===== src/rtl/core/csvt_pkg.sv =====
// Shared types, constants and helper functions of the CSV stream tokenizer.
`default_nettype none

package csvt_pkg;

    localparam int PENDING_DEPTH_DEF = 16;

    // APB register map: one 32-bit register per word.
    localparam int APB_AW = 3;
    localparam int APB_DW = 32;
    localparam logic REG_IDX_DELIM = 1'b0;

    localparam logic [7:0] DELIM_RESET = 8'd44;
    localparam logic [7:0] CH_QUOTE    = 8'h22;
    localparam logic [7:0] CH_HASH     = 8'h23;
    localparam logic [7:0] CH_LF       = 8'h0A;
    localparam logic [7:0] CH_CR       = 8'h0D;
    localparam logic [7:0] CH_SPACE    = 8'h20;
    localparam logic [7:0] CH_TAB      = 8'h09;
    localparam logic [7:0] CH_VT       = 8'h0B;
    localparam logic [7:0] CH_FF       = 8'h0C;

    localparam logic [1:0] SK_SPACE = 2'd0;
    localparam logic [1:0] SK_TAB   = 2'd1;
    localparam logic [1:0] SK_VT    = 2'd2;
    localparam logic [1:0] SK_FF    = 2'd3;

    typedef enum logic [2:0] {
        MODE_RECORD,
        MODE_FIELD,
        MODE_INSIDE,
        MODE_QUOTE,
        MODE_COMMENT,
        MODE_DISCARD
    } t_parse_mode;

    typedef enum logic [1:0] {
        SEQ_IDLE,
        SEQ_FLUSH,
        SEQ_TAIL
    } t_seq_state;

    typedef enum logic [1:0] {
        EV_BYTE,
        EV_FEND,
        EV_REND,
        EV_ERROR
    } t_ev_kind;

    typedef enum logic [2:0] {
        ERR_NONE,
        ERR_EOF_QUOTED,
        ERR_STRAY_QUOTE,
        ERR_DELIM_AFTER_QUOTE,
        ERR_BAD_AFTER_QUOTE,
        ERR_SPACE_OVERFLOW
    } t_err_code;

    typedef enum logic [1:0] {
        OSEL_INPUT,
        OSEL_QUOTE,
        OSEL_SPACE,
        OSEL_TAIL
    } t_out_sel;

    typedef struct packed {
        logic      in_ready;
        logic      out_load;
        t_out_sel  out_sel;
        t_ev_kind  out_kind;
        t_err_code out_err;
        logic      out_last;
        logic      tail_save;
        t_ev_kind  tail_kind;
        logic      tail_quote;
        logic      push_space;
        logic      clear_count;
        logic      flush_start;
        logic      flush_step;
    } t_dp_cmd;

    typedef struct packed {
        logic in_valid;
        logic eoi;
        logic nl;
        logic lf;
        logic delim;
        logic quote;
        logic hash;
        logic space;
        logic count_zero;
        logic count_full;
        logic flush_last;
        logic out_free;
    } t_dp_status;

    function automatic logic is_space(input logic [7:0] b);
        return (b == CH_SPACE) || (b == CH_TAB) || (b == CH_VT) || (b == CH_FF);
    endfunction

    function automatic logic [1:0] space_kind(input logic [7:0] b);
        logic [1:0] k;
        case (b)
            CH_TAB:  k = SK_TAB;
            CH_VT:   k = SK_VT;
            CH_FF:   k = SK_FF;
            default: k = SK_SPACE;
        endcase
        return k;
    endfunction

    function automatic logic [7:0] space_byte(input logic [1:0] k);
        logic [7:0] b;
        case (k)
            SK_TAB:  b = CH_TAB;
            SK_VT:   b = CH_VT;
            SK_FF:   b = CH_FF;
            default: b = CH_SPACE;
        endcase
        return b;
    endfunction

endpackage

`default_nettype wire


===== src/rtl/core/csvt_if.sv =====
// Stream interfaces: input bytes and result events of the tokenizer.
`default_nettype none

interface csvt_byte_if;
    logic       valid;
    logic       ready;
    logic [7:0] in_byte;
    logic       end_of_input;

    modport source (output valid, output in_byte, output end_of_input, input ready);
    modport sink   (input valid, input in_byte, input end_of_input, output ready);
endinterface

interface csvt_event_if;
    logic       valid;
    logic       ready;
    logic [1:0] event_kind;
    logic [7:0] field_byte;
    logic [2:0] error_code;
    logic       last_of_run;

    modport source (output valid, output event_kind, output field_byte,
                    output error_code, output last_of_run, input ready);
    modport sink   (input valid, input event_kind, input field_byte,
                    input error_code, input last_of_run, output ready);
endinterface

`default_nettype wire


===== src/rtl/core/csv_stream_tokenizer_core.sv =====
// Top level of the streaming CSV tokenizer: controller, datapath and checks.
//
//  channel   direction  handshake          payload
//  i_in      in         valid / ready      in_byte[7:0], end_of_input
//  o_out     out        valid / ready      event_kind[1:0], field_byte[7:0],
//                                          error_code[2:0], last_of_run
//  apb       in         psel/penable/...   delimiter_char at byte address 0
//
// An item that causes at most one event is taken together with its event, so such
// items stream at one per cycle while the consumer keeps up. An item that ends a
// field and a record gives the field end first and the record end after it. An item
// that releases N held whitespace bytes first starts the read of the whitespace
// memory, then one space byte leaves per cycle while the consumer keeps up, then the
// byte itself. The single output register moves one event per cycle and paces all this.
// Reset is synchronous and active low; it restores the comma delimiter and an empty
// parser. When the consumer stalls, the output register holds and input is refused.
`default_nettype none

module csv_stream_tokenizer_core #(
    parameter int PENDING_DEPTH = csvt_pkg::PENDING_DEPTH_DEF
) (
    input  wire                              i_clk,
    input  wire                              i_rst_n,
    csvt_byte_if.sink                        i_in,
    csvt_event_if.source                     o_out,
    input  wire                              psel,
    input  wire                              penable,
    input  wire                              pwrite,
    input  wire  [csvt_pkg::APB_AW-1:0]      paddr,
    input  wire  [csvt_pkg::APB_DW-1:0]      pwdata,
    output logic [csvt_pkg::APB_DW-1:0]      prdata,
    output logic                             pready
);

    // Commands run from the controller to the datapath; status flows back.
    csvt_pkg::t_dp_cmd    w_cmd;
    csvt_pkg::t_dp_status w_status;

    // The controller owns the parse mode, the quoted-field flag and the
    // sequencer that emits the events of multi-event items one after another.
    csvt_ctrl u_ctrl (
        .i_clk    (i_clk),
        .i_rst_n  (i_rst_n),
        .i_status (w_status),
        .o_cmd    (w_cmd)
    );

    // The datapath classifies the incoming byte, holds trailing whitespace of an
    // unquoted field in a small memory and drives the output register.
    csvt_datapath #(
        .PENDING_DEPTH (PENDING_DEPTH)
    ) u_datapath (
        .i_clk    (i_clk),
        .i_rst_n  (i_rst_n),
        .i_in     (i_in),
        .o_out    (o_out),
        .psel     (psel),
        .penable  (penable),
        .pwrite   (pwrite),
        .paddr    (paddr),
        .pwdata   (pwdata),
        .prdata   (prdata),
        .pready   (pready),
        .i_cmd    (w_cmd),
        .o_status (w_status)
    );

    // A flush step must never run against an empty whitespace buffer.
    a_flush_nonempty: assert property (@(posedge i_clk) disable iff (!i_rst_n)
        w_cmd.flush_step |-> !w_status.count_zero)
        else $error("whitespace flush with empty buffer");

    // Whitespace is only stored while there is room for it.
    a_push_room: assert property (@(posedge i_clk) disable iff (!i_rst_n)
        w_cmd.push_space |-> !w_status.count_full)
        else $error("whitespace stored into a full buffer");

    // The output register is only loaded when its previous event has gone.
    a_out_free: assert property (@(posedge i_clk) disable iff (!i_rst_n)
        w_cmd.out_load |-> w_status.out_free)
        else $error("output event overwritten");

    // End of input leaves the whitespace buffer empty.
    a_eoi_empty: assert property (@(posedge i_clk) disable iff (!i_rst_n)
        (i_in.valid && i_in.ready && i_in.end_of_input) |=> w_status.count_zero)
        else $error("whitespace left after end of input");

endmodule

`default_nettype wire


===== src/rtl/core/csvt_datapath.sv =====
// Tokenizer datapath: delimiter register, byte classes, whitespace memory, output register.
`default_nettype none

module csvt_datapath #(
    parameter int PENDING_DEPTH = csvt_pkg::PENDING_DEPTH_DEF
) (
    input  wire                              i_clk,
    input  wire                              i_rst_n,
    csvt_byte_if.sink                        i_in,
    csvt_event_if.source                     o_out,
    input  wire                              psel,
    input  wire                              penable,
    input  wire                              pwrite,
    input  wire  [csvt_pkg::APB_AW-1:0]      paddr,
    input  wire  [csvt_pkg::APB_DW-1:0]      pwdata,
    output logic [csvt_pkg::APB_DW-1:0]      prdata,
    output logic                             pready,
    input  csvt_pkg::t_dp_cmd                i_cmd,
    output csvt_pkg::t_dp_status             o_status
);

    localparam int CW = $clog2(PENDING_DEPTH + 1);
    localparam int IW = (PENDING_DEPTH > 1) ? $clog2(PENDING_DEPTH) : 1;
    localparam logic [CW-1:0] DEPTH_C = CW'(PENDING_DEPTH);

    logic [7:0]           r_delim;
    logic [CW-1:0]        r_count;
    logic [IW-1:0]        r_idx;
    logic [IW-1:0]        n_idx;
    logic [1:0]           r_space_mem [PENDING_DEPTH];
    logic [1:0]           r_rd_kind;
    csvt_pkg::t_ev_kind   r_tail_kind;
    logic [7:0]           r_tail_byte;
    logic                 r_out_valid;
    logic [1:0]           r_out_kind;
    logic [7:0]           r_out_byte;
    logic [2:0]           r_out_err;
    logic                 r_out_last;

    logic                 w_eoi;
    logic [7:0]           w_b;
    logic                 w_cfg_wr;
    csvt_pkg::t_ev_kind   w_kind;
    logic [7:0]           w_byte;
    csvt_pkg::t_err_code  w_err;

    assign w_eoi    = i_in.end_of_input;
    assign w_b      = i_in.in_byte;
    assign i_in.ready = i_cmd.in_ready;

    // APB slave: never inserts wait states.
    assign pready   = 1'b1;
    assign w_cfg_wr = psel && penable && pwrite
                      && (paddr[csvt_pkg::APB_AW-1] == csvt_pkg::REG_IDX_DELIM);
    assign prdata   = (paddr[csvt_pkg::APB_AW-1] == csvt_pkg::REG_IDX_DELIM)
                      ? {(csvt_pkg::APB_DW - 8)'(0), r_delim} : '0;

    always_ff @(posedge i_clk) begin
        if (!i_rst_n) begin
            r_delim <= csvt_pkg::DELIM_RESET;
        end else if (w_cfg_wr) begin
            r_delim <= pwdata[7:0];
        end
    end

    // Byte classification; no class is set while end of input is flagged.
    always_comb begin
        o_status.in_valid   = i_in.valid;
        o_status.eoi        = w_eoi;
        o_status.nl         = !w_eoi && ((w_b == csvt_pkg::CH_LF) || (w_b == csvt_pkg::CH_CR));
        o_status.lf         = !w_eoi && (w_b == csvt_pkg::CH_LF);
        o_status.delim      = !w_eoi && (w_b == r_delim);
        o_status.quote      = !w_eoi && (w_b == csvt_pkg::CH_QUOTE);
        o_status.hash       = !w_eoi && (w_b == csvt_pkg::CH_HASH);
        o_status.space      = !w_eoi && csvt_pkg::is_space(w_b);
        o_status.count_zero = (r_count == '0);
        o_status.count_full = (r_count == DEPTH_C);
        o_status.flush_last = ((CW'(r_idx) + CW'(1)) == r_count);
        o_status.out_free   = !r_out_valid || o_out.ready;
    end

    // Held whitespace count and flush index.
    always_ff @(posedge i_clk) begin
        if (!i_rst_n) begin
            r_count <= '0;
            r_idx   <= '0;
        end else begin
            if (i_cmd.clear_count) begin
                r_count <= '0;
            end else if (i_cmd.push_space) begin
                r_count <= r_count + CW'(1);
            end
            r_idx <= n_idx;
        end
    end

    always_comb begin
        if (i_cmd.flush_start) begin
            n_idx = '0;
        end else if (i_cmd.flush_step) begin
            n_idx = r_idx + IW'(1);
        end else begin
            n_idx = r_idx;
        end
    end

    // Whitespace memory: one write port, one registered read port that follows the flush index.
    always_ff @(posedge i_clk) begin
        if (i_cmd.push_space) begin
            r_space_mem[r_count[IW-1:0]] <= csvt_pkg::space_kind(w_b);
        end
        r_rd_kind <= r_space_mem[n_idx];
    end

    always_ff @(posedge i_clk) begin
        if (i_cmd.tail_save) begin
            r_tail_kind <= i_cmd.tail_kind;
            if (i_cmd.tail_kind == csvt_pkg::EV_BYTE) begin
                r_tail_byte <= i_cmd.tail_quote ? csvt_pkg::CH_QUOTE : w_b;
            end else begin
                r_tail_byte <= '0;
            end
        end
    end

    // Output event selection.
    always_comb begin
        w_kind = i_cmd.out_kind;
        w_byte = '0;
        w_err  = i_cmd.out_err;
        case (i_cmd.out_sel)
            csvt_pkg::OSEL_SPACE: begin
                w_kind = csvt_pkg::EV_BYTE;
                w_byte = csvt_pkg::space_byte(r_rd_kind);
                w_err  = csvt_pkg::ERR_NONE;
            end
            csvt_pkg::OSEL_TAIL: begin
                w_kind = r_tail_kind;
                w_byte = r_tail_byte;
                w_err  = csvt_pkg::ERR_NONE;
            end
            csvt_pkg::OSEL_QUOTE: begin
                if (i_cmd.out_kind == csvt_pkg::EV_BYTE) begin
                    w_byte = csvt_pkg::CH_QUOTE;
                end
            end
            default: begin
                if (i_cmd.out_kind == csvt_pkg::EV_BYTE) begin
                    w_byte = w_b;
                end
            end
        endcase
    end

    always_ff @(posedge i_clk) begin
        if (!i_rst_n) begin
            r_out_valid <= 1'b0;
        end else if (i_cmd.out_load) begin
            r_out_valid <= 1'b1;
        end else if (o_out.ready) begin
            r_out_valid <= 1'b0;
        end
    end

    always_ff @(posedge i_clk) begin
        if (i_cmd.out_load) begin
            r_out_kind <= w_kind;
            r_out_byte <= w_byte;
            r_out_err  <= w_err;
            r_out_last <= i_cmd.out_last;
        end
    end

    assign o_out.valid       = r_out_valid;
    assign o_out.event_kind  = r_out_kind;
    assign o_out.field_byte  = r_out_byte;
    assign o_out.error_code  = r_out_err;
    assign o_out.last_of_run = r_out_last;

endmodule

`default_nettype wire


===== src/rtl/core/csvt_ctrl.sv =====
// Tokenizer controller: parse mode machine and event sequencer.
`default_nettype none

module csvt_ctrl (
    input  wire                   i_clk,
    input  wire                   i_rst_n,
    input  csvt_pkg::t_dp_status  i_status,
    output csvt_pkg::t_dp_cmd     o_cmd
);

    csvt_pkg::t_parse_mode r_mode;
    csvt_pkg::t_parse_mode n_mode;
    csvt_pkg::t_seq_state  r_seq;
    csvt_pkg::t_seq_state  n_seq;
    logic                  r_quoted;
    logic                  n_quoted;
    logic                  w_ready;
    logic                  w_accept;

    assign w_ready  = (r_seq == csvt_pkg::SEQ_IDLE) && i_status.out_free;
    assign w_accept = w_ready && i_status.in_valid;

    always_ff @(posedge i_clk) begin
        if (!i_rst_n) begin
            r_mode   <= csvt_pkg::MODE_RECORD;
            r_seq    <= csvt_pkg::SEQ_IDLE;
            r_quoted <= 1'b0;
        end else begin
            r_mode   <= n_mode;
            r_seq    <= n_seq;
            r_quoted <= n_quoted;
        end
    end

    // Next state.
    always_comb begin
        n_mode   = r_mode;
        n_quoted = r_quoted;
        n_seq    = r_seq;
        unique case (r_seq)
            csvt_pkg::SEQ_IDLE: begin
                if (w_accept) begin
                    unique case (r_mode)
                        csvt_pkg::MODE_RECORD, csvt_pkg::MODE_FIELD: begin
                            if (r_mode == csvt_pkg::MODE_RECORD && i_status.hash) begin
                                n_mode = csvt_pkg::MODE_COMMENT;
                            end else if (i_status.eoi || i_status.nl) begin
                                n_mode = csvt_pkg::MODE_RECORD;
                            end else if (i_status.delim) begin
                                n_mode = csvt_pkg::MODE_FIELD;
                            end else if (i_status.space) begin
                                n_mode = r_mode;
                            end else begin
                                n_quoted = i_status.quote;
                                n_mode   = csvt_pkg::MODE_INSIDE;
                            end
                        end
                        csvt_pkg::MODE_INSIDE: begin
                            if (i_status.eoi || i_status.nl) begin
                                if (r_quoted) begin
                                    if (i_status.eoi) begin
                                        n_mode = csvt_pkg::MODE_DISCARD;
                                    end
                                end else begin
                                    n_mode = csvt_pkg::MODE_RECORD;
                                end
                            end else if (i_status.delim) begin
                                if (!r_quoted) begin
                                    n_mode = csvt_pkg::MODE_FIELD;
                                end
                            end else if (i_status.quote) begin
                                n_mode = csvt_pkg::MODE_QUOTE;
                            end else if (!r_quoted && i_status.space && i_status.count_full) begin
                                n_mode = csvt_pkg::MODE_DISCARD;
                            end
                        end
                        csvt_pkg::MODE_QUOTE: begin
                            if (i_status.eoi || i_status.nl) begin
                                n_mode = r_quoted ? csvt_pkg::MODE_RECORD
                                                  : csvt_pkg::MODE_DISCARD;
                            end else if (i_status.delim) begin
                                n_mode = r_quoted ? csvt_pkg::MODE_FIELD
                                                  : csvt_pkg::MODE_DISCARD;
                            end else if (i_status.quote) begin
                                n_mode = csvt_pkg::MODE_INSIDE;
                            end else begin
                                n_mode = csvt_pkg::MODE_DISCARD;
                            end
                        end
                        csvt_pkg::MODE_COMMENT: begin
                            if (i_status.lf) begin
                                n_mode = csvt_pkg::MODE_RECORD;
                            end
                        end
                        default: begin
                            n_mode = r_mode;
                        end
                    endcase
                    // End of input always rearms the parser for a new stream.
                    if (i_status.eoi) begin
                        n_mode   = csvt_pkg::MODE_RECORD;
                        n_quoted = 1'b0;
                    end
                    if (o_cmd.flush_start) begin
                        n_seq = csvt_pkg::SEQ_FLUSH;
                    end else if (o_cmd.tail_save) begin
                        n_seq = csvt_pkg::SEQ_TAIL;
                    end
                end
            end
            csvt_pkg::SEQ_FLUSH: begin
                if (o_cmd.flush_step && i_status.flush_last) begin
                    n_seq = csvt_pkg::SEQ_TAIL;
                end
            end
            csvt_pkg::SEQ_TAIL: begin
                if (o_cmd.out_load) begin
                    n_seq = csvt_pkg::SEQ_IDLE;
                end
            end
            default: begin
                n_seq = csvt_pkg::SEQ_IDLE;
            end
        endcase
    end

    // Commands to the datapath.
    always_comb begin
        o_cmd             = '0;
        o_cmd.out_sel     = csvt_pkg::OSEL_INPUT;
        o_cmd.out_kind    = csvt_pkg::EV_BYTE;
        o_cmd.out_err     = csvt_pkg::ERR_NONE;
        o_cmd.tail_kind   = csvt_pkg::EV_REND;
        o_cmd.in_ready    = w_ready;
        unique case (r_seq)
            csvt_pkg::SEQ_IDLE: begin
                if (w_accept) begin
                    unique case (r_mode)
                        csvt_pkg::MODE_RECORD, csvt_pkg::MODE_FIELD: begin
                            if (r_mode == csvt_pkg::MODE_RECORD && i_status.hash) begin
                                o_cmd.out_load = 1'b0;
                            end else if (i_status.eoi || i_status.nl) begin
                                if (r_mode == csvt_pkg::MODE_FIELD) begin
                                    o_cmd.out_load  = 1'b1;
                                    o_cmd.out_kind  = csvt_pkg::EV_FEND;
                                    o_cmd.tail_save = 1'b1;
                                end
                            end else if (i_status.delim) begin
                                o_cmd.out_load = 1'b1;
                                o_cmd.out_kind = csvt_pkg::EV_FEND;
                                o_cmd.out_last = 1'b1;
                            end else if (i_status.space) begin
                                o_cmd.out_load = 1'b0;
                            end else if (i_status.quote) begin
                                o_cmd.clear_count = 1'b1;
                            end else begin
                                o_cmd.clear_count = 1'b1;
                                o_cmd.out_load    = 1'b1;
                                o_cmd.out_last    = 1'b1;
                            end
                        end
                        csvt_pkg::MODE_INSIDE: begin
                            if (i_status.eoi || i_status.nl) begin
                                if (r_quoted) begin
                                    o_cmd.out_load = 1'b1;
                                    o_cmd.out_last = 1'b1;
                                    if (i_status.eoi) begin
                                        o_cmd.out_kind = csvt_pkg::EV_ERROR;
                                        o_cmd.out_err  = csvt_pkg::ERR_EOF_QUOTED;
                                    end
                                end else begin
                                    o_cmd.clear_count = 1'b1;
                                    o_cmd.out_load    = 1'b1;
                                    o_cmd.out_kind    = csvt_pkg::EV_FEND;
                                    o_cmd.tail_save   = 1'b1;
                                end
                            end else if (i_status.delim) begin
                                o_cmd.out_load = 1'b1;
                                o_cmd.out_last = 1'b1;
                                if (!r_quoted) begin
                                    o_cmd.clear_count = 1'b1;
                                    o_cmd.out_kind    = csvt_pkg::EV_FEND;
                                end
                            end else if (i_status.quote) begin
                                o_cmd.out_load = 1'b0;
                            end else if (r_quoted) begin
                                o_cmd.out_load = 1'b1;
                                o_cmd.out_last = 1'b1;
                            end else if (i_status.space) begin
                                if (i_status.count_full) begin
                                    o_cmd.clear_count = 1'b1;
                                    o_cmd.out_load    = 1'b1;
                                    o_cmd.out_last    = 1'b1;
                                    o_cmd.out_kind    = csvt_pkg::EV_ERROR;
                                    o_cmd.out_err     = csvt_pkg::ERR_SPACE_OVERFLOW;
                                end else begin
                                    o_cmd.push_space = 1'b1;
                                end
                            end else if (i_status.count_zero) begin
                                o_cmd.out_load = 1'b1;
                                o_cmd.out_last = 1'b1;
                            end else begin
                                o_cmd.flush_start = 1'b1;
                                o_cmd.tail_save   = 1'b1;
                                o_cmd.tail_kind   = csvt_pkg::EV_BYTE;
                            end
                        end
                        csvt_pkg::MODE_QUOTE: begin
                            if (i_status.eoi || i_status.nl) begin
                                o_cmd.out_load = 1'b1;
                                if (r_quoted) begin
                                    o_cmd.out_kind  = csvt_pkg::EV_FEND;
                                    o_cmd.tail_save = 1'b1;
                                end else begin
                                    o_cmd.clear_count = 1'b1;
                                    o_cmd.out_last    = 1'b1;
                                    o_cmd.out_kind    = csvt_pkg::EV_ERROR;
                                    o_cmd.out_err     = csvt_pkg::ERR_STRAY_QUOTE;
                                end
                            end else if (i_status.delim) begin
                                o_cmd.out_load = 1'b1;
                                o_cmd.out_last = 1'b1;
                                if (r_quoted) begin
                                    o_cmd.out_kind = csvt_pkg::EV_FEND;
                                end else begin
                                    o_cmd.clear_count = 1'b1;
                                    o_cmd.out_kind    = csvt_pkg::EV_ERROR;
                                    o_cmd.out_err     = csvt_pkg::ERR_DELIM_AFTER_QUOTE;
                                end
                            end else if (i_status.quote) begin
                                if (i_status.count_zero) begin
                                    o_cmd.out_load = 1'b1;
                                    o_cmd.out_last = 1'b1;
                                    o_cmd.out_sel  = csvt_pkg::OSEL_QUOTE;
                                end else begin
                                    o_cmd.flush_start = 1'b1;
                                    o_cmd.tail_save   = 1'b1;
                                    o_cmd.tail_kind   = csvt_pkg::EV_BYTE;
                                    o_cmd.tail_quote  = 1'b1;
                                end
                            end else begin
                                o_cmd.clear_count = 1'b1;
                                o_cmd.out_load    = 1'b1;
                                o_cmd.out_last    = 1'b1;
                                o_cmd.out_kind    = csvt_pkg::EV_ERROR;
                                o_cmd.out_err     = csvt_pkg::ERR_BAD_AFTER_QUOTE;
                            end
                        end
                        default: begin
                            o_cmd.out_load = 1'b0;
                        end
                    endcase
                    if (i_status.eoi) begin
                        o_cmd.clear_count = 1'b1;
                    end
                end
            end
            csvt_pkg::SEQ_FLUSH: begin
                if (i_status.out_free) begin
                    o_cmd.out_load   = 1'b1;
                    o_cmd.out_sel    = csvt_pkg::OSEL_SPACE;
                    o_cmd.flush_step = 1'b1;
                    if (i_status.flush_last) begin
                        o_cmd.clear_count = 1'b1;
                    end
                end
            end
            csvt_pkg::SEQ_TAIL: begin
                if (i_status.out_free) begin
                    o_cmd.out_load = 1'b1;
                    o_cmd.out_sel  = csvt_pkg::OSEL_TAIL;
                    o_cmd.out_last = 1'b1;
                end
            end
            default: begin
                o_cmd.in_ready = 1'b0;
            end
        endcase
    end

endmodule

`default_nettype wire

===== src/flat_wrapper.sv =====
// flat-port wrapper written by rule: the top's interface ports become plain ports
module csv_stream_tokenizer_core_flat 
#(
    parameter int PENDING_DEPTH = csvt_pkg::PENDING_DEPTH_DEF
)
  (i_clk, i_rst_n, psel, penable, pwrite, paddr, pwdata, prdata, pready, i_in_valid, i_in_in_byte, i_in_end_of_input, i_in_ready, o_out_valid, o_out_event_kind, o_out_field_byte, o_out_error_code, o_out_last_of_run, o_out_ready);
  csvt_byte_if i_in_i ();
  csvt_event_if o_out_i ();
  input  wire i_clk;
  input  wire i_rst_n;
  input  wire psel;
  input  wire penable;
  input  wire pwrite;
  input  wire  [csvt_pkg::APB_AW-1:0] paddr;
  input  wire  [csvt_pkg::APB_DW-1:0] pwdata;
  output logic [csvt_pkg::APB_DW-1:0] prdata;
  output logic pready;
  input wire logic [$bits(i_in_i.valid)-1:0] i_in_valid;
  input wire logic [$bits(i_in_i.in_byte)-1:0] i_in_in_byte;
  input wire logic [$bits(i_in_i.end_of_input)-1:0] i_in_end_of_input;
  output wire logic [$bits(i_in_i.ready)-1:0] i_in_ready;
  output wire logic [$bits(o_out_i.valid)-1:0] o_out_valid;
  output wire logic [$bits(o_out_i.event_kind)-1:0] o_out_event_kind;
  output wire logic [$bits(o_out_i.field_byte)-1:0] o_out_field_byte;
  output wire logic [$bits(o_out_i.error_code)-1:0] o_out_error_code;
  output wire logic [$bits(o_out_i.last_of_run)-1:0] o_out_last_of_run;
  input wire logic [$bits(o_out_i.ready)-1:0] o_out_ready;
  assign i_in_i.valid = i_in_valid;
  assign i_in_i.in_byte = i_in_in_byte;
  assign i_in_i.end_of_input = i_in_end_of_input;
  assign i_in_ready = i_in_i.ready;
  assign o_out_valid = o_out_i.valid;
  assign o_out_event_kind = o_out_i.event_kind;
  assign o_out_field_byte = o_out_i.field_byte;
  assign o_out_error_code = o_out_i.error_code;
  assign o_out_last_of_run = o_out_i.last_of_run;
  assign o_out_i.ready = o_out_ready;
  csv_stream_tokenizer_core #(.PENDING_DEPTH(PENDING_DEPTH)) u_core (.i_clk(i_clk), .i_rst_n(i_rst_n), .i_in(i_in_i), .o_out(o_out_i), .psel(psel), .penable(penable), .pwrite(pwrite), .paddr(paddr), .pwdata(pwdata), .prdata(prdata), .pready(pready));
endmodule

===== config.mk =====
export PLATFORM = sky130hd
export DESIGN_NAME = csv_stream_tokenizer_core_flat
export DESIGN_NICKNAME = d
export VERILOG_FILES = /design/src/rtl/core/csvt_pkg.sv /design/src/rtl/core/csvt_if.sv /design/src/rtl/core/csv_stream_tokenizer_core.sv /design/src/rtl/core/csvt_datapath.sv /design/src/rtl/core/csvt_ctrl.sv /design/src/flat_wrapper.sv
export SDC_FILE = /design/constraint.sdc
export NUM_CORES = 1
export LEC_CHECK = 0
export CORE_ASPECT_RATIO = 1.1
export CORE_MARGIN = 3
export CORE_UTILIZATION = 42
export CTS_CLUSTER_SIZE = 30
export DETAILED_ROUTE_END_ITERATION = 6
export DONT_BUFFER_PORTS = 1
export PLACE_DENSITY = 0.59
export SYNTH_ARGS = -nofsm -noshare
export SYNTH_HDL_FRONTEND = slang
export SYNTH_HIERARCHICAL = 1
export SYNTH_SLANG_ARGS = --single-unit
export TNS_END_PERCENT = 10

===== constraint.sdc =====
create_clock -name i_clk -period 4.65 [get_ports i_clk]
set_input_delay 0.465 -clock i_clk [delete_from_list [all_inputs] [get_ports i_clk]]
set_output_delay 0.465 -clock i_clk [all_outputs]
set_load 0.05 [all_outputs]

== Word level (Yosys, flattened, before mapping) ==
Memory sizes are Yosys's and may differ from the RTL's. A register that Yosys moved wholly into a read port is not among the register bits.
Cells that the tools add are included.
Storage, ports and cells
  flip-flop bits (word level): 48
  memory bits (writable): 32
  bits of input ports: 51
  output and inout port bits: 49
  word-level logic and storage cells: 262
  memories: 1
Memories
  u_core.u_datapath.r_space_mem: depth 16, width 2, rd ports 1, clocked after memory_dff 1, wr ports 1, line csvt_datapath.sv:30  | logic [1:0] r_space_mem [PENDING_DEPTH];
Operators by class
  $add $sub $neg: 3
  eq/ne operators: 36
  multiplexer cells: 163
  bitwise gates (word level): 5
  reduce and logical (&&, ||, !) cells: 40
Operators by type and width (count)
  $mux W3: 29
  $mux W6: 12
  $mux W1: 64
  $mux W9: 6
  $eq A8 B4 Y1 const B: 5
  $mux W2: 19
  $mux W5: 6
  $eq A8 B6 Y1 const B: 3
  $mux W4: 6
  $pmux W2 S3: 4
  $pmux W8 S3: 1
  $pmux W6 S3: 1
  $mux W16: 1
  $mux W8: 2
  $logic_and A1 B1 Y1: 15
  $mux W7: 2
  $ne A2 B2 Y1 const B: 7
  $ne A6 B6 Y1 const B: 2
  $pmux W3 S4: 1
  $eq A2 B2 Y1 const B: 5
  $pmux W3 S3: 1
  $eq A8 B8 Y1: 1
  $ne A4 B4 Y1 const B: 2
  $pmux W2 S2: 2
  other kinds (27): 50

== Depth between registers and ports, before layout ==
Gate-level depths: netlist of run 1.
  word-level depth: 30
  depth in mapped cells: 15
  depth with buffers taken out: 14

== Hierarchy ==
Netlist of run 1, hierarchy kept.
By module, submodules not included
  csvt_datapath: times used 1, cells an instance 372, area each 3948.8 um2, sequential area each 2082.0 um2
  csvt_ctrl: times used 1, cells an instance 143, area each 958.4 um2, sequential area each 120.1 um2

== Least setup slack after synthesis of run 1 ==
OpenSTA, ideal clock, no wires.
  path kind: input to register
  from: input i_in_in_byte[1]
  to: register u_core.u_datapath.r_rd_kind[0] (read register of u_core.u_datapath.r_space_mem)
  setup time: 0.127 ns
  arrival time: 3.287 ns
  data required time: 4.523 ns
  path slack: 1.237 ns
  stages on the path: 13
  path buffers: 2
  path through: clkbuf_1 or3b_2 nor2_1 buf_2 nor2b_1 a22o_1 nand3_1 inv_1 inv_1 nand2_1 mux2_2 a221oi_1 o41ai_1
RTL lines
  from (decl): line flat_wrapper.sv:19  | input wire logic [$bits(i_in_i.in_byte)-1:0] i_in_in_byte;
  to (decl): line csvt_datapath.sv:31  | logic [1:0] r_rd_kind;

==> results of run 1 <==
[power groups by stage]
| stage | Combinational (uW) | Sequential [uW] | Clock [uW] |
|---|---|---|---|
| after floorplan | 145 | 865 | 0 |
| after global placement | 135 | 870 | 0 |
| after detailed placement | 136 | 870 | 0 |
| after CTS | 136 | 855 | 691 |
| after global routing | 149 | 857 | 721 |
| final | 137 | 854 | 671 |
[per-stage QoR]
stage | total power [uW] | area, um2 | instances | setup slack [ns] | utilization, %
final | 1660 | 5220 | 657 | 0.807 | 46.8
after global routing | 1730 | 5220 | 657 | 0.565 | 46.8
after CTS | 1680 | 5220 | 657 | 0.858 | 46.8
after detailed placement | 1010 | 4940 | 641 | 0.859 | 44.3
after global placement | 1000 | 4940 | 641 | 0.882 | 44.3
after floorplan | 1010 | 4990 | 538 | 1.24 | -
[how the worst max path moves through the flow]
stage | startpoint | end | slack (ns) | cells past startpoint
final | u_core/u_datapath/r_count[0]$_SDFFE_PP0P_ | u_core/u_datapath/r_rd_kind[1]$_DFF_P_ | 0.81 | 13
after global routing | u_core/u_datapath/r_count[0]$_SDFFE_PP0P_ | u_core/u_datapath/r_rd_kind[1]$_DFF_P_ | 0.56 | 13
after CTS | u_core/u_datapath/r_count[0]$_SDFFE_PP0P_ | u_core/u_datapath/r_rd_kind[1]$_DFF_P_ | 0.86 | 13
after floorplan | i_in_in_byte[1] | u_core/u_datapath/r_rd_kind[0]$_DFF_P_ | 1.24 | 13
after global placement | u_core/u_datapath/r_count[0]$_SDFFE_PP0P_ | u_core/u_datapath/r_rd_kind[1]$_DFF_P_ | 0.88 | 13
after detailed placement | u_core/u_datapath/r_count[0]$_SDFFE_PP0P_ | u_core/u_datapath/r_rd_kind[1]$_DFF_P_ | 0.86 | 13
[critical path, delay by kind of cell (launching register included)]
| family | cells | cell delay (ns) |
|---|---|---|
| flops | 1 | 0.39 |
| simple gates | 5 | 1.61 |
| compound gates | 4 | 1.11 |
| fa+ha+maj | 1 | 0.21 |
| buf+inv | 3 | 0.41 |
[cells by family after synthesis]
logic type               Yosys count  synth area share (%)
other                              3                 0.229
flip-flops                        82                  44.9
XOR/XNOR                          21                  3.75
AND/OR/NAND/NOR                  210                  23.4
multiplexers                      10                  2.12
adder cells (fa/ha/maj)            8                  2.04
AO/OA/AOI/OAI                    108                  15.6
buffers and inverters             73                  8.01
[area by class of cell]
cell class	count	area share, %
Multi-Input combinational cell	383	46.2
Tap cell	147	3.52
Sequential cell	82	42.2
Clock buffer	9	4.32
Inverter	19	1.37
Clock inverter	7	0.983
Timing Repair Buffer	10	1.44
[flip-flops by register name, summed over array words and instances (netlist names)]
| signal | count |
|---|---|
| u_core/u_ctrl/r_seq | 2 |
| u_core/u_datapath/r_tail_byte | 8 |
| u_core/u_datapath/o_out.error_code | 3 |
| u_core/u_datapath/r_count | 5 |
| u_core/u_datapath/o_out.event_kind | 2 |
| u_core/u_datapath/r_delim | 8 |
| u_core/u_ctrl/r_quoted | 1 |
| u_core/u_datapath/o_out.field_byte | 8 |
| u_core/u_datapath/o_out.valid | 1 |
| u_core/u_datapath/o_out.last_of_run | 1 |
| u_core/u_datapath/r_tail_kind | 2 |
| u_core/u_datapath/r_rd_kind | 2 |
| u_core/u_ctrl/r_mode | 3 |
| u_core/u_datapath/r_idx | 4 |
| u_core/u_datapath/r_space_mem | 32 |
[metal layers]
metal / GRT usage [%] / vias to the layer above / share of wire (%)
li1: - / 1794 / -
met1: 22.7 / 1723 / 42
met2: 29.7 / 114 / 50
met3: 3.52 / 24 / 4.9
met4: 9.23 / 0 / 3.1
met5: 0 / - / 0
[layout by cell type (no fill, tap or decap), drive strengths merged, types with 7 or more instances in the layout]
| cell type | count |
|---|---|
| ha | 8 |
| dfxtp | 26 |
| clkbuf | 9 |
| nand3 | 11 |
| edfxtp | 56 |
| xnor2 | 14 |
| mux2i | 7 |
| a21boi | 10 |
| inv | 21 |
| a21oi | 21 |
| nand4 | 8 |
| xor2 | 7 |
| nor2 | 38 |
| nand2 | 40 |
| nand2b | 15 |
| and2 | 17 |
| buf | 10 |
| nor3 | 19 |
| and3 | 10 |
| o21ai | 20 |
| conb | 26 |
| nor2b | 22 |
==> results.toml, run 1 <==
[power_and_ir_drop]
cellPowerDensity_nw_per_um2 = 318
peakVddDrop_mv = 0.158
p_sw_share_pct = 28.1
switching_power_uw = 466
sequentialPowerShare_pct = 51.4
combPwrFrac_pct = 8.2
clock_power_share_pct = 40.4
power.leakage_uw = 0.00180
internal-power_uw = 1200

[global_routing]
grt_pass1_wl_mm = 18.5
grt.total_usage_pct = 18.2
grt_max_degree = 21
antenna_found_initial = 0
grt_pass1_vias = 3608
grt-ovfl-total = 0

[routing]
drt_iter0_drc = 208
vias = 3655
drc = 0
ant_nets = 0
viasPerCell = 5.56
routed_wl_mm = 11.5
drt_pre_antenna_iters = 4
wire_per_inst_um = 17.5

[timing]
skew_ns = 0.00629
timing.fmax_mhz = 260
slew_viol_final = 0
setup_viol = 0
slew_headroom_pct = 25.5
setup_tns_ns = 0
worst_slew_pin_slew_ns = 1.12
whs_ns = 0.203
final.period_utilization_pct = 82.6
hold_violations = 0
min_period_ns = 3.84
rsz0062_at_grt = "false"

[synthesis]
ys_warn_count = 6
seq_area_frac_synth_pct = 44.9
syn_avg_cell_area_um2 = 9.53
synthDistinctLibCells = 69
synth.area.top_cells = "edfxtp_1 34%, dfxtp_1 11%, buf_4 4.6%"
yosys.area.top_type = "edfxtp_1"
yosysTopAreaCellShare_pct = 34.3
async_reset_ff_share_pct = 0
synth_most_common_cell = "edfxtp_1"
ys_seq_elements = 82
synth-main-ff-cell = "edfxtp_1"
synth_top_cells_by_count = "56 x edfxtp_1, 40 x nand2_1, 38 x nor2_1"
synthCells = 515
synth_edf_count = 56
synth.cell_area_um2 = 4910

[clock_network]
hold_buffers = 0
path_clk_slew_ns = 0.07
htreeDepth = 3
cts_tree = "done"
cts.sinks = 82
cts_root_buffer = "clkbuf_16"
worstSkewPairLatency_ns = 0.34
cts_made_buffers = 9
cts_resized = 0
cts_setup_buffers = 0
cts_buffer_depth = 2

[worst_setup_path]
worstPathCellList = "inv_1 > ha_1 > nand2b_1 > nor3_1 > nor2b_1 > a22o_1 > nand3_1 > inv_1 > inv_1 > nand2_1 > a2111oi_2 > a2111oi_2 > a22o_1"
rrSetupSlack_ns = 0.81
cp.arrival_ns = 4.07
r2r_start = "u_core/u_datapath/r_count[0]$_SDFFE_PP0P_"
worstSetupPathType = "flop to flop"
cp-start-kind = "flop"
cp-end-kind = "flop"
required_ns = 4.88
slowest_stage = "nor3_1"
rr_worst_depth = 13
regToRegEndpoint = "u_core/u_datapath/r_rd_kind[1]$_DFF_P_"
critical-path-max-stage-delay_ns = 0.68
crit_path_frequent_cell = "inv_1"
critPathMaxFanout = 8

[floorplanning]
fp.dieH_um = 119
rows = 40
core_area_um2 = 11200
initial_core_util_pct = 44.0
die_area_um2 = 13000
pin_count = 100
die_w_um = 109

[flow_run]
cap_violations = 0

[hold_path]
hold_depth = 1
worstHoldPathType = "primary input to flop"
hold_end = "u_core/u_datapath/r_delim[3]$_SDFFE_PN1P_"
hold_path.startpoint = "i_rst_n"

[placed_design]
hpwl_mm = 8.21
portBuffers = 0
gp_congestion = 0.925

[finish]
area_growth_pct = 6.35
multi_input_area_um2 = 2410
fillCellCount = 1085
num_antenna_cells = 0
final_nets = 564
drive_gt1_share_pct = 7.84
regArea_um2 = 2200

[status]
outcome = "finished clean"
(Power assumes the default switching activity.)
==> run 2, diff against run 1 <==
--- a/config.mk
+++ b/config.mk
@@ -5,13 +5,14 @@
 export SDC_FILE = /design/constraint.sdc
 export NUM_CORES = 1
 export LEC_CHECK = 0
+export ABC_AREA = 1
 export CORE_ASPECT_RATIO = 1.1
 export CORE_MARGIN = 3
 export CORE_UTILIZATION = 42
 export CTS_CLUSTER_SIZE = 30
 export DETAILED_ROUTE_END_ITERATION = 6
 export DONT_BUFFER_PORTS = 1
-export PLACE_DENSITY = 0.59
+export PLACE_DENSITY = 0.62
 export SYNTH_ARGS = -nofsm -noshare
 export SYNTH_HDL_FRONTEND = slang
 export SYNTH_HIERARCHICAL = 1
==> constraint.sdc (replaced) <==
create_clock -name i_clk -period 3.2 [get_ports i_clk]
set_input_delay 0.32 -clock i_clk [delete_from_list [all_inputs] [get_ports i_clk]]
set_output_delay 0.32 -clock i_clk [all_outputs]
set_load 0.05 [all_outputs]
==> run 2 against run 1 <==
Net effect:
- critical path depth increased by 4
- hold slack got worse by 0.11 ns
- synthesized cell count increased by 21%
- clock-buffer cell count increased by 2
- utilization increased by 0.38 points
- combinational power increased by 100%
- largest power group unchanged
- flip-flop and latch count unchanged
- sequential share of layout area decreased by 0.15 points
- highest routed layer unchanged
- setup slack got worse by 0.32 ns
==> results.toml, run 2 <==
[global_routing]
grt-ovfl-total = 0
grt_max_degree = 18
grt.total_usage_pct = 18.0
grt_pass1_vias = 3843
grt_pass1_wl_mm = 18.7
antenna_found_initial = 0

[floorplanning]
die_area_um2 = 12900
pin_count = 100
die_w_um = 109
fp.dieH_um = 119
initial_core_util_pct = 43.7
core_area_um2 = 11100
rows = 40

[synthesis]
yosysTopAreaCellShare_pct = 34.6
synth_compound_area_share_pct = 9.14
synth_edf_count = 56
yosys.area_share.adder_pct = 2.06
yosys.area_share.simple_pct = 27.6
seq_area_frac_synth_pct = 45.3
synthMuxAreaShare_pct = 0
syn_avg_cell_area_um2 = 7.82
ys_seq_elements = 82
synth_most_common_cell = "nand2_1"
synth_top_family_by_area = "simple AND/OR/NAND/NOR gates"
yosys.area.top_type = "edfxtp_1"
synth.area.top_cells = "edfxtp_1 35%, dfxtp_1 11%, nand2_1 8.3%"
synth_xor_area_share_pct = 0.721
synth.cell_area_um2 = 4860
ys_warn_count = 6
synth_top_cells_by_count = "107 x nand2_1, 100 x inv_1, 81 x nor2_1"
synthCells = 621
synth-main-ff-cell = "edfxtp_1"
async_reset_ff_share_pct = 0
synthDistinctLibCells = 42

[placed_design]
hpwl_mm = 8.50
placedCellCount = 761
portBuffers = 0
detailedPlace.worstSlack_ns = 0.247
gp_congestion = 0.898

[power_and_ir_drop]
cellPowerDensity_nw_per_um2 = 509
peakVddDrop_mv = 0.291
power.leakage_uw = 0.00228

[routing]
drt_pre_antenna_iters = 4
viasPerCell = 5.16
drc = 0
ant_nets = 0
drt_iter0_drc = 268
routed_wl_mm = 11.3
wire_per_inst_um = 14.5
vias = 4012

[hold_path]
worstHoldPathType = "primary input to flop"
hold_path.startpoint = "i_rst_n"

[clock_network]
cts_tree = "done"
cts.sinks = 82
path_clk_slew_ns = 0.07
cts_root_buffer = "clkbuf_16"
hold_buffers = 0
htreeDepth = 3
cts_buffer_depth = 2
cts_resized = 0
worstSkewPairLatency_ns = 0.33
cts_made_buffers = 9
cts_setup_buffers = 0

[worst_setup_path]
cp-start-kind = "primary input"
critPathBufInv = 6
cp.arrival_ns = 2.78
required_ns = 3.26
cp_top_family = "simple AND/OR/NAND/NOR gates"
slowest_stage = "o41ai_1"
r2r_start = "u_core/u_datapath/r_delim[3]$_SDFFE_PN1P_"
worstPathCellList = "inv_1 > nand3_1 > inv_1 > nand2_1 > inv_1 > nand4_1 > o31ai_1 > inv_1 > nand2_2 > buf_4 > nor2_2 > nand2_1 > o41ai_1 > buf_4 > nor2_1 > nand2_1 > o2111ai_1"
crit_path_frequent_cell = "inv_1"
critPathMaxFanout = 7
critical-path-max-stage-delay_ns = 0.53
setup.worst_path.start = "i_in_in_byte[5]"
cp-end-kind = "flop"
worstSetupPathType = "primary input to flop"

[flow_run]
cap_violations = 0

[timing]
setup_tns_ns = 0
worst_slew_pin_slew_ns = 0.887
slew_viol_final = 0
timing.fmax_mhz = 368
rsz0062_at_grt = "false"
final.period_utilization_pct = 84.9
min_period_ns = 2.72
setup_viol = 0
whs_ns = 0.0961
hold_violations = 0
slew_headroom_pct = 40.6
worst_slack_ns = 0.485
skew_ns = 0.00671

[finish]
multi_input_area_um2 = 2020
drive_gt1_share_pct = 8.10
regArea_um2 = 2200
final_nets = 684
num_antenna_cells = 0
area_growth_pct = 7.80
layout_common_cells = "107 x nand2_1, 100 x inv_1, 81 x nor2_1, 62 x nand3_1, 56 x edfxtp_1"
mostFrequentLayoutCell = "nand2_1"
largest_reg_flops = 32
fillCellCount = 1101
final_cells = 777

[status]
outcome = "finished clean"
run 2: cell types whose count changed in the layout (fill, tap and decap cells not counted), moves of 12 or more:
cell	previous run	this run
xnor2_1	14	2
and2_1	17	0
nand3_1	11	62
nand2b_1	15	0
inv_1	19	100
nor2b_1	22	0
nand2_1	40	107
nand4_1	8	23
nor2_1	38	81
run 2: final cells by class:
| class | instances | area share, % |
|---|---|---|
| Clock buffer | 11 | 5.04 |
| Clock inverter | 5 | 1.24 |
| Inverter | 111 | 7.96 |
| Multi-Input combinational cell | 410 | 38.6 |
| Sequential cell | 82 | 42.0 |
| Tap cell | 147 | 3.51 |
| Timing Repair Buffer | 11 | 1.58 |
run 2: path summary, 6_finish.rpt:
kind	end	slack, ns	depth (start not counted)
hold / removal	u_core/u_datapath/r_delim[5]$_SDFFE_PN1P_	0.1	1
setup / recovery	u_core/u_datapath/o_out.field_byte[1]$_DFFE_PP_	0.48	17
hold reg to reg	u_core/u_datapath/r_delim[7]$_SDFFE_PN0P_	0.50	2
setup reg to reg	u_core/u_datapath/r_space_mem[15][0]$_DFFE_PP_	0.52	14
run 2: power by group:
part,switching (uW),total [uW],internal [uW],leakage (uW)
combinational,218,275,56.4,0.00143
clock,433,1120,684,0.000164
sequential,97.6,1270,1180,0.000685
run 2: routing by layer:
layer / track usage [%] / part of all wire (%) / up-vias
met1: 23.1 / 43 / 1844
met5: 0 / 0 / -
li1: - / - / 2008
met3: 3.39 / 5.0 / 12
met4: 5.76 / 1.4 / 0
met2: 30.5 / 51 / 148
run 2: cell families (layout without fill, tap and decap cells):
| logic type | Yosys count | in the layout |
|---|---|---|
| and+or+nand+nor | 298 | 298 |
| buffers and inverters | 152 | 138 |
| DFF | 82 | 82 |
| AOI/OAI and AO/OA | 74 | 74 |
| adders and majority gates | 8 | 8 |
| xor gates and xnor gates | 4 | 4 |
| other | 3 | 26 |
run 2: worst reg2reg max path, stage by stage, from the launching register on:
cell	delay (ns)
dfxtp_1	0.33
inv_1	0.08
o22ai_1	0.14
nor2_1	0.07
nand3_1	0.09
nor2_1	0.06
buf_4	0.18
inv_2	0.10
nand2_1	0.09
nor2_1	0.18
nand2_1	0.10
nor3_1	0.30
buf_4	0.22
nand2_1	0.14
nor2_1	0.28
run 2: metrics by stage:
stage	power (uW)	util, %	area (um2)
after CTS	2690	47.1	5240
final	2660	47.1	5240
after global routing	2760	47.1	5240
after floorplan	1550	-	4940
after global placement	1570	44.2	4910
after detailed placement	1570	44.2	4910
